[src/rtl/sts_pkg.sv]
package sts_pkg;

  localparam int CAPACITY   = 64;
  localparam int MAX_FIELDS = 3;
  localparam int FIELD_W    = 64;
  localparam int ADDR_W     = $clog2(CAPACITY);
  localparam int CNT_W      = $clog2(CAPACITY + 1);

  localparam logic [1:0] ARITY_RESET = 2'd3;

  localparam logic FUNC_INSERT = 1'b0;
  localparam logic FUNC_QUERY  = 1'b1;

  localparam logic [2:0] ST_INSERTED  = 3'd0;
  localparam logic [2:0] ST_DUPLICATE = 3'd1;
  localparam logic [2:0] ST_FULL      = 3'd2;
  localparam logic [2:0] ST_FOUND     = 3'd3;
  localparam logic [2:0] ST_NOT_FOUND = 3'd4;

  typedef struct packed {
    logic signed [FIELD_W-1:0] a;
    logic signed [FIELD_W-1:0] b;
    logic signed [FIELD_W-1:0] c;
  } tuple_t;

  typedef struct packed {
    logic              rd_en;
    logic [ADDR_W-1:0] rd_addr;
    logic              wr_en;
    logic [ADDR_W-1:0] wr_addr;
    logic              wr_key;
    logic              load_key;
    logic              cnt_inc;
  } cmd_t;

  typedef struct packed {
    logic             lt;
    logic             eq;
    logic [CNT_W-1:0] count;
  } stat_t;

endpackage

[src/rtl/sts_ctrl.sv]
module sts_ctrl (
  input  logic           clk_i,
  input  logic           rst_ni,
  input  logic           in_valid_i,
  output logic           in_stall_o,
  input  logic           func_i,
  output logic           out_valid_o,
  input  logic           out_stall_i,
  output logic [2:0]     status_o,
  output logic [6:0]     entry_count_o,
  output sts_pkg::cmd_t  cmd_o,
  input  sts_pkg::stat_t stat_i
);
  import sts_pkg::*;

  typedef enum logic [2:0] {
    S_IDLE,
    S_SEARCH,
    S_PROBE,
    S_SHIFT,
    S_INS_WR,
    S_SCAN,
    S_RESULT
  } state_e;

  state_e            state_q;
  logic [CNT_W-1:0]  lo_q, hi_q, mid_q, idx_q;
  logic [CNT_W:0]    mid_sum;
  logic [CNT_W-1:0]  mid_c;
  logic [CNT_W-1:0]  cnt_m1;
  logic [ADDR_W-1:0] ptr_q;
  logic              pend_q;
  logic [2:0]        res_q;
  logic              out_valid_q;
  logic [2:0]        out_status_q;
  logic [6:0]        out_count_q;

  assign mid_sum = {1'b0, lo_q} + {1'b0, hi_q};
  assign mid_c   = mid_sum[CNT_W:1];
  assign cnt_m1  = stat_i.count - CNT_W'(1);

  assign in_stall_o    = state_q != S_IDLE;
  assign out_valid_o   = out_valid_q;
  assign status_o      = out_status_q;
  assign entry_count_o = out_count_q;

  always_comb begin
    cmd_o = '0;
    case (state_q)
      S_IDLE: begin
        cmd_o.load_key = in_valid_i;
      end
      S_SEARCH: begin
        if (lo_q < hi_q) begin
          cmd_o.rd_en   = 1'b1;
          cmd_o.rd_addr = mid_c[ADDR_W-1:0];
        end else if (stat_i.count < CNT_W'(CAPACITY) && stat_i.count > lo_q) begin
          cmd_o.rd_en   = 1'b1;
          cmd_o.rd_addr = cnt_m1[ADDR_W-1:0];
        end
      end
      S_SHIFT: begin
        cmd_o.wr_en   = 1'b1;
        cmd_o.wr_addr = ptr_q + ADDR_W'(1);
        if ({1'b0, ptr_q} > lo_q) begin
          cmd_o.rd_en   = 1'b1;
          cmd_o.rd_addr = ptr_q - ADDR_W'(1);
        end
      end
      S_INS_WR: begin
        cmd_o.wr_en   = 1'b1;
        cmd_o.wr_addr = lo_q[ADDR_W-1:0];
        cmd_o.wr_key  = 1'b1;
        cmd_o.cnt_inc = 1'b1;
      end
      S_SCAN: begin
        if (!(pend_q && stat_i.eq) && idx_q < stat_i.count) begin
          cmd_o.rd_en   = 1'b1;
          cmd_o.rd_addr = idx_q[ADDR_W-1:0];
        end
      end
      default: begin
      end
    endcase
  end

  always_ff @(posedge clk_i or negedge rst_ni) begin
    if (!rst_ni) begin
      state_q      <= S_IDLE;
      lo_q         <= '0;
      hi_q         <= '0;
      mid_q        <= '0;
      idx_q        <= '0;
      ptr_q        <= '0;
      pend_q       <= 1'b0;
      res_q        <= ST_INSERTED;
      out_valid_q  <= 1'b0;
      out_status_q <= ST_INSERTED;
      out_count_q  <= '0;
    end else begin
      if (out_valid_q && !out_stall_i && state_q != S_RESULT) begin
        out_valid_q <= 1'b0;
      end
      case (state_q)
        S_IDLE: begin
          if (in_valid_i) begin
            lo_q    <= '0;
            hi_q    <= stat_i.count;
            idx_q   <= '0;
            pend_q  <= 1'b0;
            state_q <= (func_i == FUNC_QUERY) ? S_SCAN : S_SEARCH;
          end
        end
        S_SEARCH: begin
          if (lo_q < hi_q) begin
            mid_q   <= mid_c;
            state_q <= S_PROBE;
          end else if (stat_i.count >= CNT_W'(CAPACITY)) begin
            res_q   <= ST_FULL;
            state_q <= S_RESULT;
          end else if (stat_i.count > lo_q) begin
            ptr_q   <= cnt_m1[ADDR_W-1:0];
            state_q <= S_SHIFT;
          end else begin
            state_q <= S_INS_WR;
          end
        end
        S_PROBE: begin
          if (stat_i.eq) begin
            res_q   <= ST_DUPLICATE;
            state_q <= S_RESULT;
          end else begin
            if (stat_i.lt) begin
              lo_q <= mid_q + CNT_W'(1);
            end else begin
              hi_q <= mid_q;
            end
            state_q <= S_SEARCH;
          end
        end
        S_SHIFT: begin
          if ({1'b0, ptr_q} > lo_q) begin
            ptr_q <= ptr_q - ADDR_W'(1);
          end else begin
            state_q <= S_INS_WR;
          end
        end
        S_INS_WR: begin
          res_q   <= ST_INSERTED;
          state_q <= S_RESULT;
        end
        S_SCAN: begin
          if (pend_q && stat_i.eq) begin
            res_q   <= ST_FOUND;
            state_q <= S_RESULT;
          end else if (idx_q < stat_i.count) begin
            idx_q  <= idx_q + CNT_W'(1);
            pend_q <= 1'b1;
          end else begin
            res_q   <= ST_NOT_FOUND;
            state_q <= S_RESULT;
          end
        end
        S_RESULT: begin
          if (!out_valid_q || !out_stall_i) begin
            out_valid_q  <= 1'b1;
            out_status_q <= res_q;
            out_count_q  <= 7'(stat_i.count);
            state_q      <= S_IDLE;
          end
        end
        default: begin
          state_q <= S_IDLE;
        end
      endcase
    end
  end

  assert property (@(posedge clk_i) disable iff (!rst_ni)
                   state_q == S_SHIFT |-> stat_i.count < CNT_W'(CAPACITY))
    else $error("shift with a full store");
  assert property (@(posedge clk_i) disable iff (!rst_ni)
                   state_q == S_PROBE |-> mid_q < stat_i.count)
    else $error("probe beyond held entries");
  assert property (@(posedge clk_i) disable iff (!rst_ni)
                   state_q == S_SEARCH |-> lo_q <= hi_q && hi_q <= stat_i.count)
    else $error("search bounds out of order");

endmodule
[config.mk]
export PLATFORM = sky130hd
export DESIGN_NAME = sts_ctrl
export DESIGN_NICKNAME = d
export VERILOG_FILES = /design/src/rtl/sts_pkg.sv /design/src/rtl/sts_ctrl.sv
export SDC_FILE = /design/constraint.sdc
export NUM_CORES = 1
export LEC_CHECK = 0
export BUFFER_PORTS_ARGS = -buffer_cell sky130_fd_sc_hd__buf_4
export CAP_MARGIN = 20
export CORE_AREA = 5 5 105 107
export CTS_CLUSTER_DIAMETER = 120
export DETAILED_ROUTE_END_ITERATION = 6
export DIE_AREA = 0 0 110 112
export PLACE_DENSITY = 0.63
export REMOVE_ABC_BUFFERS = 1
export SLEW_MARGIN = 0
export SYNTH_ARGS = -nofsm -noshare
export SYNTH_HDL_FRONTEND = slang
export SYNTH_SLANG_ARGS = --single-unit
[constraint.sdc]
create_clock -name clk_i -period 2.2 [get_ports clk_i]
set_clock_uncertainty 0.1 [all_clocks]
set_input_delay 0.33 -clock clk_i [delete_from_list [all_inputs] [get_ports clk_i]]
set_output_delay 0.33 -clock clk_i [all_outputs]
set_load 0.01 [all_outputs]
# Yosys cells after proc, flatten, opt, wreduce, memory -nomap -nowiden
# Cells that the tools add are included.
# word_totals
ff_bits,52
input_bits,14
# classes
addsub,6
order_cmp,6
n_eq_ne,22
mux,48
n_reduce_logical,23
# op_table
cell,n
7-bit 2-to-1 mux,12
7-bit case mux with 2 select lines,4
3-bit 2-to-1 mux,15
"2-bit != test, second input constant",14
6-bit 2-to-1 mux,4
3-bit case mux with 7 select lines,1
7-bit case mux with 3 select lines,1
4-bit AND reduction,4
"7-bit by 1-bit adder with 7-bit output, second input constant",2
7-bit < comparator,2
3-bit case mux with 4 select lines,1
6-bit case mux with 2 select lines,1
"6-bit by 1-bit subtractor with 6-bit output, second input constant",2
5-bit AND reduction,2
"3-bit == test, second input constant",3
7-bit by 7-bit adder with 8-bit output,1
1-bit 2-to-1 mux,8
"7-bit greater-or-equal comparator, second input constant",1
6-bit by 7-bit greater-than comparator with 1-bit output,1
7-bit greater-than comparator,1
"7-bit < comparator, second input constant",1
"6-bit by 1-bit adder with 6-bit output, second input constant",1
"3-bit by 2-bit == test with 1-bit output, second input constant",2
"3-bit != test, second input constant",2
other kinds (10),19

# Depth between registers and ports, before layout
# Gate-level depths: netlist (run 1).
# logic_depth
ltp_word,6
depth_mapped,10
depth_no_buf,8

# Worst setup path after synthesis (run 1)
# No wires, ideal clock.
# synth_timing
path_kind,reg2out
startpoint,register lo_q[4]
endpoint,output cmd_o[10] in the netlist's numbering
arrival_time_ps,2092
t_required_ps,1770
slack_ps,-322
stages_incl_launch_ff,9
path_buffers,1
cell_sequence,dfrtp_1 > ha_1 > a21o_1 > a221o_1 > a41oi_2 > buf_6 > nand3b_4 > nor2_1 > a211o_1
# synth_lines
element,line,rtl
start: declaration,sts_ctrl.sv:27,"logic [CNT_W-1:0] lo_q, hi_q, mid_q, idx_q;"
start signal: assignment,sts_ctrl.sv:134,lo_q <= mid_q + CNT_W'(1);
end: declaration,sts_ctrl.sv:11,"output sts_pkg::cmd_t cmd_o,"

==> flow_summary.yaml, run 1 <==
critical_path:
  path_class: "register to primary output"
  crit_path_cell_trace: "buf_6, ha_4, and2_4, a221o_1, a41oi_4, nand3b_4, nor2_4, a211o_1, buf_6"
  cp_common_cell: "buf_6"
  cp_slowest_cell: "dfrtp_1"
  critical_path_required_ns: 1.77
  cp-start-kind: "register"
  arrival_ns: 2.54
  r2r-end: "state_q[1]$_DFFE_PN0P_"
  reg2reg_slack_ns: -0.38
  critPathMaxFanout: 5
  rr_worst_depth: 9
  end_kind: "primary output"
  r2r-start: "lo_q[4]$_DFFE_PN0P_"
  max_stage_delay_ns: 0.41
timing:
  min_period_ns: 2.97
  hold_viol: 0
  timing.setup.tns_ns: -9.37
  slew_viol_final: 0
  maxSlewHeadroom: 0.523
  rsz0062_at_grt: "yes"
  fin_crit_sh: 1.35
  worst_pin_slew_ns: 0.716
  fmax_mhz: 337
  fin_ws_ns: -0.771
  setup_viol: 24
placement:
  place.gp.congestion: 0.862
  dp_slack_ns: -0.486
  hpwl_um: 9340
  portBuffers: 42
  postPlaceCellArea_um2: 5030
yosys:
  yosysMostFrequentCell: "nand2_1"
  yosys_register_bits: 52
  muxShareOfSynthArea: 0.0416
  yosys-top-cells-count: "nand2_1, dfrtp_1, o21ai_0"
  ys_warn_count: 0
  ys_types: 60
  synth_top_family_by_area: "compound AO/OA/AOI/OAI gates"
  ys.flop_type: "dfrtp_1"
  synth_area_um2: 3880
  synth_edf_count: 0
  yosys.area_share.xor_xnor: 0.0451
  ys_async_sr_fraction: 1.00
  ys_top_cells_by_area: "dfrtp_1, ha_1, nand2_1"
  syn_inst: 448
  synthAdderAreaFrac: 0.121
  synthSimpleGateAreaFrac: 0.198
  synth_compound_area_frac: 0.202
  yosysTopAreaCell: "dfrtp_1"
  ys_seq_area_frac: 0.335
  syn_avg_cell_area_um2: 8.66
  yosys.area.top_type_share: 0.335
cts:
  cts_htree_levels: 2
  cts.sinks: 52
  clk_latency_ns: 0.32
  cts.root.buffer_cell: "clkbuf_8"
  clkSlewWorstSetupHoldPaths_ns: 0.10
  cts_tree: "done"
  numCtsBuffers: 5
  cts.path.max_buffers: 2
grt:
  grt_usage: 0.212
  globalRouteOverflowTotal: 0
  grt_pass1_vias: 4076
  grt_antenna_before_repair: 0
  grt_pass1_wl_um: 20500
  grt_max_degree: 53
route:
  drc_errors: 0
  drt_iter0_drc: 188
  wl_per_cell_um: 17.5
  ant_nets: 0
  vias_per_cell: 5.42
  vias: 4009
  drt_wl_total_um: 12900
  firstDrtPassIters: 4
pwr:
  vdd_ir_drop_max_mv: 0.822
  p_leak_nw: 2.81
  cellPowerDensity_nw_per_um2: 1360
floorplanning:
  fp.dieH_um: 112
  dieArea_um2: 12300
  rows: 37
  pin_count: 43
  start_util: 0.386
  core-area_um2: 10000
  die_x_um: 110
flow_run:
  drv_cap: 0
hold_path:
  whs_endpoint: "out_valid_o$_DFF_PN0_"
  min-delay-start: "out_stall_i"
  hold_path.class: "input port to register"
  hold_depth: 3
layout:
  fillCellCount: 862
  final_area_um2: 5850
  areaGrowthSynthToFinish_pct: 50.8
  final_nets: 656
  drive_gt1_frac: 0.417
  antenna_cells: 0
run_status:
  violations: "setup timing"
  outcome: "finished, violations left"
logic make-up after synthesis:
family	after synthesis
buf+inv	52
flops	52
mux	15
fa+ha+maj	37
compound gates	122
xor+xnor	20
simple gates	150
final cells by class:
cell class | count | area [µm²] | share of cell area
clock buffer | 5 | 68.8 | 0.0118
clock inverter | 1 | 30.0 | 0.00513
inverter | 35 | 135 | 0.0231
multi-input combinational | 344 | 2780 | 0.476
sequential | 52 | 1310 | 0.223
tap | 136 | 170 | 0.0291
timing repair buffer | 167 | 1360 | 0.232
through the flow:
step	power, W	std cells	utilization	hold WS (ns)
floorplan	0.00398	431	-	-0.0656
global placement	0.00593	708	0.501	0.324
detailed placement	0.00605	708	0.501	0.332
CTS	0.00745	731	0.550	0.194
global route	0.00856	740	0.582	0.206
finish	0.00798	740	0.582	0.200
critical path: cells and delay by family, from the launching register on:
family,cells,cell delay [ns]
compound gates,3,0.92
simple gates,3,0.45
flops,1,0.41
buf+inv,2,0.26
fa+ha+maj,1,0.20
metal layers:
layer  vias to the layer above  GRT usage  share of wire
li1                       1905          -              -
met1                      1945      0.268           0.41
met2                       130      0.360           0.52
met3                        29     0.0296          0.040
met4                         0     0.0831          0.032
met5                         -          0              0
registers in the layout (all words and copies together) (netlist names):
register       cells
entry_count_o      7
hi_q               7
idx_q              7
lo_q               7
mid_q              7
ptr_q              6
res_q              3
state_q            3
status_o           3
out_valid_o        1
pend_q             1
placed cells by master (no fill, tap or decap), types with 3 or more instances in the layout:
cell        n
xnor2_1    11
nand2b_1    8
xor2_1      7
clkbuf_8    5
a211oi_2    3
nor2b_1     5
dfrtp_1    49
a21oi_2     6
o21ai_2     4
a21oi_1    17
a22oi_2     3
a21o_1      4
and2_4      3
nand2_1    54
nand3_1    18
o31ai_1     8
inv_1      30
ha_4       10
nor2_2      3
or3_1       3
o21ai_1     5
mux2_2      4
and3_1      5
inv_2       4
o21ai_0    32
nand3b_1    4
buf_6      24
buf_4     141
nor2_1     17
dfrtp_2     3
a31oi_1     7
mux2i_1     9
ha_1       26
a211o_1     6
nand2_2     6
nand4_1     5
power breakdown:
group	internal (W)	switching [W]	total, W
registers	0.00136	0.000330	0.00169
clock network	0.000328	0.000333	0.000660
logic	0.00283	0.00280	0.00563
worst max-delay path by stage:
stage               slack (ns)                start  cells after the start         to
global placement         -0.40  lo_q[2]$_DFFE_PN0P_                      9  cmd_o[15]
floorplan                -0.46  lo_q[4]$_DFFE_PN0P_                      7  cmd_o[12]
finish                   -0.77  lo_q[5]$_DFFE_PN0P_                      9  cmd_o[10]
global route             -0.84  lo_q[2]$_DFFE_PN0P_                      9  cmd_o[12]
CTS                      -0.72  hi_q[5]$_DFFE_PN0P_                      9  cmd_o[12]
detailed placement       -0.49  lo_q[6]$_DFFE_PN0P_                      9  cmd_o[13]
timing repair:
| item | CTS | global route |
|---|---|---|
| buffers inserted | 15 | 14 |
| gates cloned | 1 | 0 |
| endpoints found under the setup margin | 26 | 38 |
| hold endpoints to repair | 48 | 0 |
| pin swaps | 32 | 21 |
| gates resized for setup | 53 | 55 |
| hold buffers | 1 | 0 |
(Power assumes the default switching activity.)
==> run 2, diff against run 1 <==
--- a/config.mk
+++ b/config.mk
@@ -8,6 +8,7 @@
 export BUFFER_PORTS_ARGS = -buffer_cell sky130_fd_sc_hd__buf_4
 export CAP_MARGIN = 20
 export CORE_AREA = 5 5 105 107
+export CTS_BUF_LIST = sky130_fd_sc_hd__clkbuf_16
 export CTS_CLUSTER_DIAMETER = 120
 export DETAILED_ROUTE_END_ITERATION = 6
 export DIE_AREA = 0 0 110 112
==> flow_summary.yaml, run 2 (synthesis results as in run 1) <==
placement:
  place.gp.congestion: 0.862
  postPlaceCellArea_um2: 5030
  dp_slack_ns: -0.486
  hpwl_um: 9340
  dp.cells: 708
  portBuffers: 42
grt:
  globalRouteOverflowTotal: 0
  grt_antenna_before_repair: 0
  grt_pass1_vias: 4107
  grt_max_degree: 53
  grt_pass1_wl_um: 20700
  grt_usage: 0.216
critical_path:
  arrival_ns: 2.47
  critPathMaxFanout: 5
  path_class: "register to primary output"
  critical_path_required_ns: 1.77
  end_kind: "primary output"
  cp-start-kind: "register"
timing:
  hold_viol: 33
  setup_viol: 22
  hold_ws_ns: -0.0129
  timing.setup.tns_ns: -8.14
  slew_viol_final: 0
  fin_ws_ns: -0.703
  min_period_ns: 2.90
  worst_pin_slew_ns: 0.705
  fmax_mhz: 344
  maxSlewHeadroom: 0.530
  rsz0062_at_grt: "yes"
  fin_crit_sh: 1.32
hold_path:
  hold_path.class: "input port to asynchronous set/reset pin"
pwr:
  intPower_w: 0.00469
  p_sw_w: 0.00345
  p_leak_nw: 2.80
  power_frac_seq: 0.210
  pwr-share-clk: 0.108
  vdd_ir_drop_max_mv: 0.880
  switching_share: 0.423
  combinationalPowerShare: 0.682
  cellPowerDensity_nw_per_um2: 1400
floorplanning:
  die_x_um: 110
  start_util: 0.386
  pin_count: 43
  rows: 37
  core-area_um2: 10000
  fp.dieH_um: 112
  dieArea_um2: 12300
route:
  drt_iter0_drc: 187
  vias: 3926
  firstDrtPassIters: 4
  drt_wl_total_um: 12800
  drc_errors: 0
  ant_nets: 0
  vias_per_cell: 5.35
  wl_per_cell_um: 17.5
cts:
  numCtsBuffers: 5
  clkSlewWorstSetupHoldPaths_ns: 0.07
  cts_htree_levels: 2
  cts_tree: "done"
  clk_latency_ns: 0.30
  holdBufCountCts: 0
  cts.path.max_buffers: 2
  cts.root.buffer_cell: "clkbuf_16"
  cts.sinks: 52
layout:
  areaGrowthSynthToFinish_pct: 49.9
  antenna_cells: 0
  final_area_um2: 5810
  final_nets: 650
  layout_common_cells: "buf_4, nand2_1, dfrtp_1"
  drive_gt1_frac: 0.398
  final_common_cell: "buf_4"
  final_cells: 734
run_status:
  violations: "hold timing, setup timing"
  outcome: "finished, violations left"
flow_run:
  drv_cap: 0
run 2: cell types whose count changed in the layout (fill, tap and decap cells not counted), sizes merged:
cell and delta:
dlygate4sd3 -1, buf -5, inv +1, clkinvlp -1
run 2: layer usage:
layer	GRT usage	routed length [µm]
met5	0	0
met4	0.0881	479
met3	0.0383	578
met2	0.368	6470
met1	0.266	5300
run 2: critical path: stages, from the launching register on:
cell and delay [ns]:
dfrtp_1 0.42, ha_4 0.25, a21o_1 0.15, a221o_1 0.35
a41oi_4 0.28, nand3b_4 0.25, nor2_4 0.05, a211o_1 0.30
buf_6 0.13
run 2: worst paths after layout:
path / startpoint / end / slack (ns) / cells past startpoint
max in group asynchronous: rst_ni / lo_q[1]$_DFFE_PN0P_ / 1.51 / 1
setup / recovery: lo_q[4]$_DFFE_PN0P_ / cmd_o[10] / -0.70 / 8
setup reg to reg: lo_q[4]$_DFFE_PN0P_ / ptr_q[5]$_DFFE_PN0P_ / -0.36 / 12
hold / removal: rst_ni / idx_q[4]$_DFFE_PN0P_ / -0.01 / 1
min in group clk_i: out_stall_i / out_valid_o$_DFF_PN0_ / 0.22 / 3
hold reg to reg: entry_count_o[2]$_DFFE_PN0P_ / entry_count_o[2]$_DFFE_PN0P_ / 0.38 / 2
run 2: layout make-up:
class,instances,area [µm²]
clock buffer,5,125
clock inverter,1,30.0
fill,862,4230
inverter,35,136
multi-input combinational,344,2740
sequential,52,1300
tap,136,170
timing repair buffer,161,1310
run 2: repair_timing:
item,CTS,global route
gates resized for setup,59,37
endpoints found under the setup margin,26,35
buffers inserted,20,5
pin swaps,40,18
run 2: per-stage QoR:
stage                     total power (W)  utilization  hold WS (ns)
after global routing              0.00873        0.579        0.0495
after global placement            0.00593        0.501         0.324
after CTS                         0.00775        0.562        0.0196
final                             0.00814        0.579       -0.0129
after detailed placement          0.00605        0.501         0.332
after floorplan                   0.00398            -       -0.0656
run 2: power by group through the flow:
stage / sequential [W] / combinational (W) / clock (W)
6_report: 0.00171 / 0.00556 / 0.000877
5_1_grt: 0.00177 / 0.00604 / 0.000931
4_1_cts: 0.00169 / 0.00516 / 0.000893
3_5_place_dp: 0.00167 / 0.00439 / 0
3_3_place_gp: 0.00165 / 0.00428 / 0
2_1_floorplan: 0.00180 / 0.00218 / 0
==> run 3, diff against run 2 <==
--- a/config.mk
+++ b/config.mk
@@ -18,3 +18,4 @@
 export SYNTH_ARGS = -nofsm -noshare
 export SYNTH_HDL_FRONTEND = slang
 export SYNTH_SLANG_ARGS = --single-unit
+export TNS_END_PERCENT = 100
==> constraint.sdc (replaced) <==
create_clock -name clk_i -period 2.2 [get_ports clk_i]
set_clock_uncertainty 0.1 [all_clocks]
set_input_delay 0.22 -clock clk_i [delete_from_list [all_inputs] [get_ports clk_i]]
set_output_delay 0.22 -clock clk_i [all_outputs]
set_load 0.01 [all_outputs]
==> flow_summary.yaml, run 3 (synthesis results as in run 1) <==
floorplanning:
  die_x_um: 110
  core-area_um2: 10000
  rows: 37
  pin_count: 43
  dieArea_um2: 12300
  fp.dieH_um: 112
  start_util: 0.386
critical_path:
  crit_start: "hi_q[5]$_DFFE_PN0P_"
  path_class: "register to primary output"
  critical_path_required_ns: 1.88
  critPathMaxFanout: 5
  reg2reg_slack_ns: -0.42
  rr_worst_depth: 11
  end_kind: "primary output"
  arrival_ns: 2.50
  cp-start-kind: "register"
  r2r-start: "hi_q[5]$_DFFE_PN0P_"
layout:
  fillCellCount: 898
  areaGrowthSynthToFinish_pct: 48.2
  antenna_cells: 0
  final_common_cell: "buf_4"
  drive_gt1_frac: 0.393
  final_nets: 649
  fin_util: 0.572
  area.sequential_um2: 1300
  layout_common_cells: "buf_4, nand2_1, dfrtp_1"
  multi_input_area_um2: 2730
placement:
  hpwl_um: 9350
  place.gp.congestion: 0.908
  portBuffers: 42
cts:
  clk_latency_ns: 0.30
  cts_tree: "done"
  cts.path.max_buffers: 2
  cts_htree_levels: 2
  cts.sinks: 52
  numCtsBuffers: 5
  clkSlewWorstSetupHoldPaths_ns: 0.07
  cts.root.buffer_cell: "clkbuf_16"
flow_run:
  drv_cap: 0
grt:
  grt_pass1_wl_um: 19900
  grt_pass1_vias: 3898
  globalRouteOverflowTotal: 0
  grt_usage: 0.208
  grt_max_degree: 53
  grt_antenna_before_repair: 0
route:
  drt_iter0_drc: 182
  drt_wl_total_um: 12600
  ant_nets: 0
  drc_errors: 0
  vias_per_cell: 5.31
  firstDrtPassIters: 5
  vias: 3897
  wl_per_cell_um: 17.2
hold_path:
  min-delay-start: "out_stall_i"
  hold_path.class: "input port to register"
  hold_depth: 3
timing:
  worst_pin_slew_ns: 0.709
  maxSlewHeadroom: 0.528
  min_period_ns: 2.82
  rsz0062_at_grt: "yes"
  fmax_mhz: 355
  slew_viol_final: 0
  fin_crit_sh: 1.28
  setup_viol: 22
  hold_viol: 0
  timing.setup.tns_ns: -7.10
  fin_ws_ns: -0.615
pwr:
  p_leak_nw: 2.78
  vdd_ir_drop_max_mv: 0.774
  cellPowerDensity_nw_per_um2: 1370
run_status:
  outcome: "finished, violations left"
  violations: "setup timing"
-- run 3: cell count changes in the layout (fill, tap and decap cells not counted), moves of 2 or more --
cell	previous run	this run
a211oi_2	1	3
buf_4	137	140
buf_6	22	19
nand2_1	57	59
nor2_1	17	19
-- run 3: stage by stage --
stage                     power [W]  instance area [µm²]  setup WS (ns)  cells  hold slack [ns]
after floorplan             0.00398                 3790         -0.383    431           -0.176
after global placement      0.00590                 4970         -0.422    702            0.210
after detailed placement    0.00602                 4970         -0.449    702            0.221
after CTS                   0.00749                 5500         -0.595    724           0.0828
after global routing        0.00848                 5750         -0.694    734            0.120
final                       0.00790                 5750         -0.615    734           0.0900
-- run 3: power breakdown --
| group | total, W | internal (W) | switching [W] |
|---|---|---|---|
| Clock | 0.000770 | 0.000414 | 0.000356 |
| Combinational | 0.00542 | 0.00275 | 0.00267 |
| Sequential | 0.00171 | 0.00136 | 0.000353 |
| Total | 0.00790 | 0.00452 | 0.00338 |
-- run 3: cell type report --
| cell class | count | area share |
|---|---|---|
| Clock buffer | 5 | 0.0218 |
| Sequential cell | 52 | 0.227 |
| Multi-Input combinational cell | 344 | 0.474 |
| Timing Repair Buffer | 160 | 0.222 |
| Inverter | 35 | 0.0242 |
| Tap cell | 136 | 0.0296 |
| Clock inverter | 2 | 0.00218 |
-- run 3: path summary, 6_finish.rpt --
kind / to
worst max-delay path: cmd_o[12]
worst min-delay path: out_valid_o$_DFF_PN0_
worst max register to register: res_q[2]$_DFFE_PN0P_
worst min register to register: entry_count_o[1]$_DFFE_PN0P_
max in group asynchronous: lo_q[1]$_DFFE_PN0P_
min in group asynchronous: entry_count_o[0]$_DFFE_PN0P_
-- run 3: critical path, stage by stage (launching register included) --
cell and delay [ns]:
dfrtp_1 0.39, inv_2 0.07, ha_4 0.20, and2_4 0.16, a221o_1 0.35, a41oi_4 0.33, nand3b_4 0.24, nor2_1 0.05
a211o_1 0.27, buf_6 0.13
-- run 3: repair_timing --
| item | in CTS | in global routing |
|---|---|---|
| pin swaps | 26 | 25 |
| gates resized for setup | 52 | 43 |
| setup endpoints to repair | 26 | 34 |
| hold endpoints to repair | 52 | 0 |
| hold buffers | 1 | 0 |
| buffers inserted | 16 | 13 |
-- run 3: routing by layer --
| layer | track usage | share of wire | routed length, µm | up-vias |
|---|---|---|---|---|
| li1 | - | - | - | 1898 |
| met2 | 0.355 | 0.52 | 6530 | 102 |
| met4 | 0.0640 | 0.026 | 327 | 0 |
| met3 | 0.0313 | 0.038 | 481 | 23 |
| met1 | 0.266 | 0.42 | 5250 | 1874 |
| met5 | 0 | 0 | 0 | - |
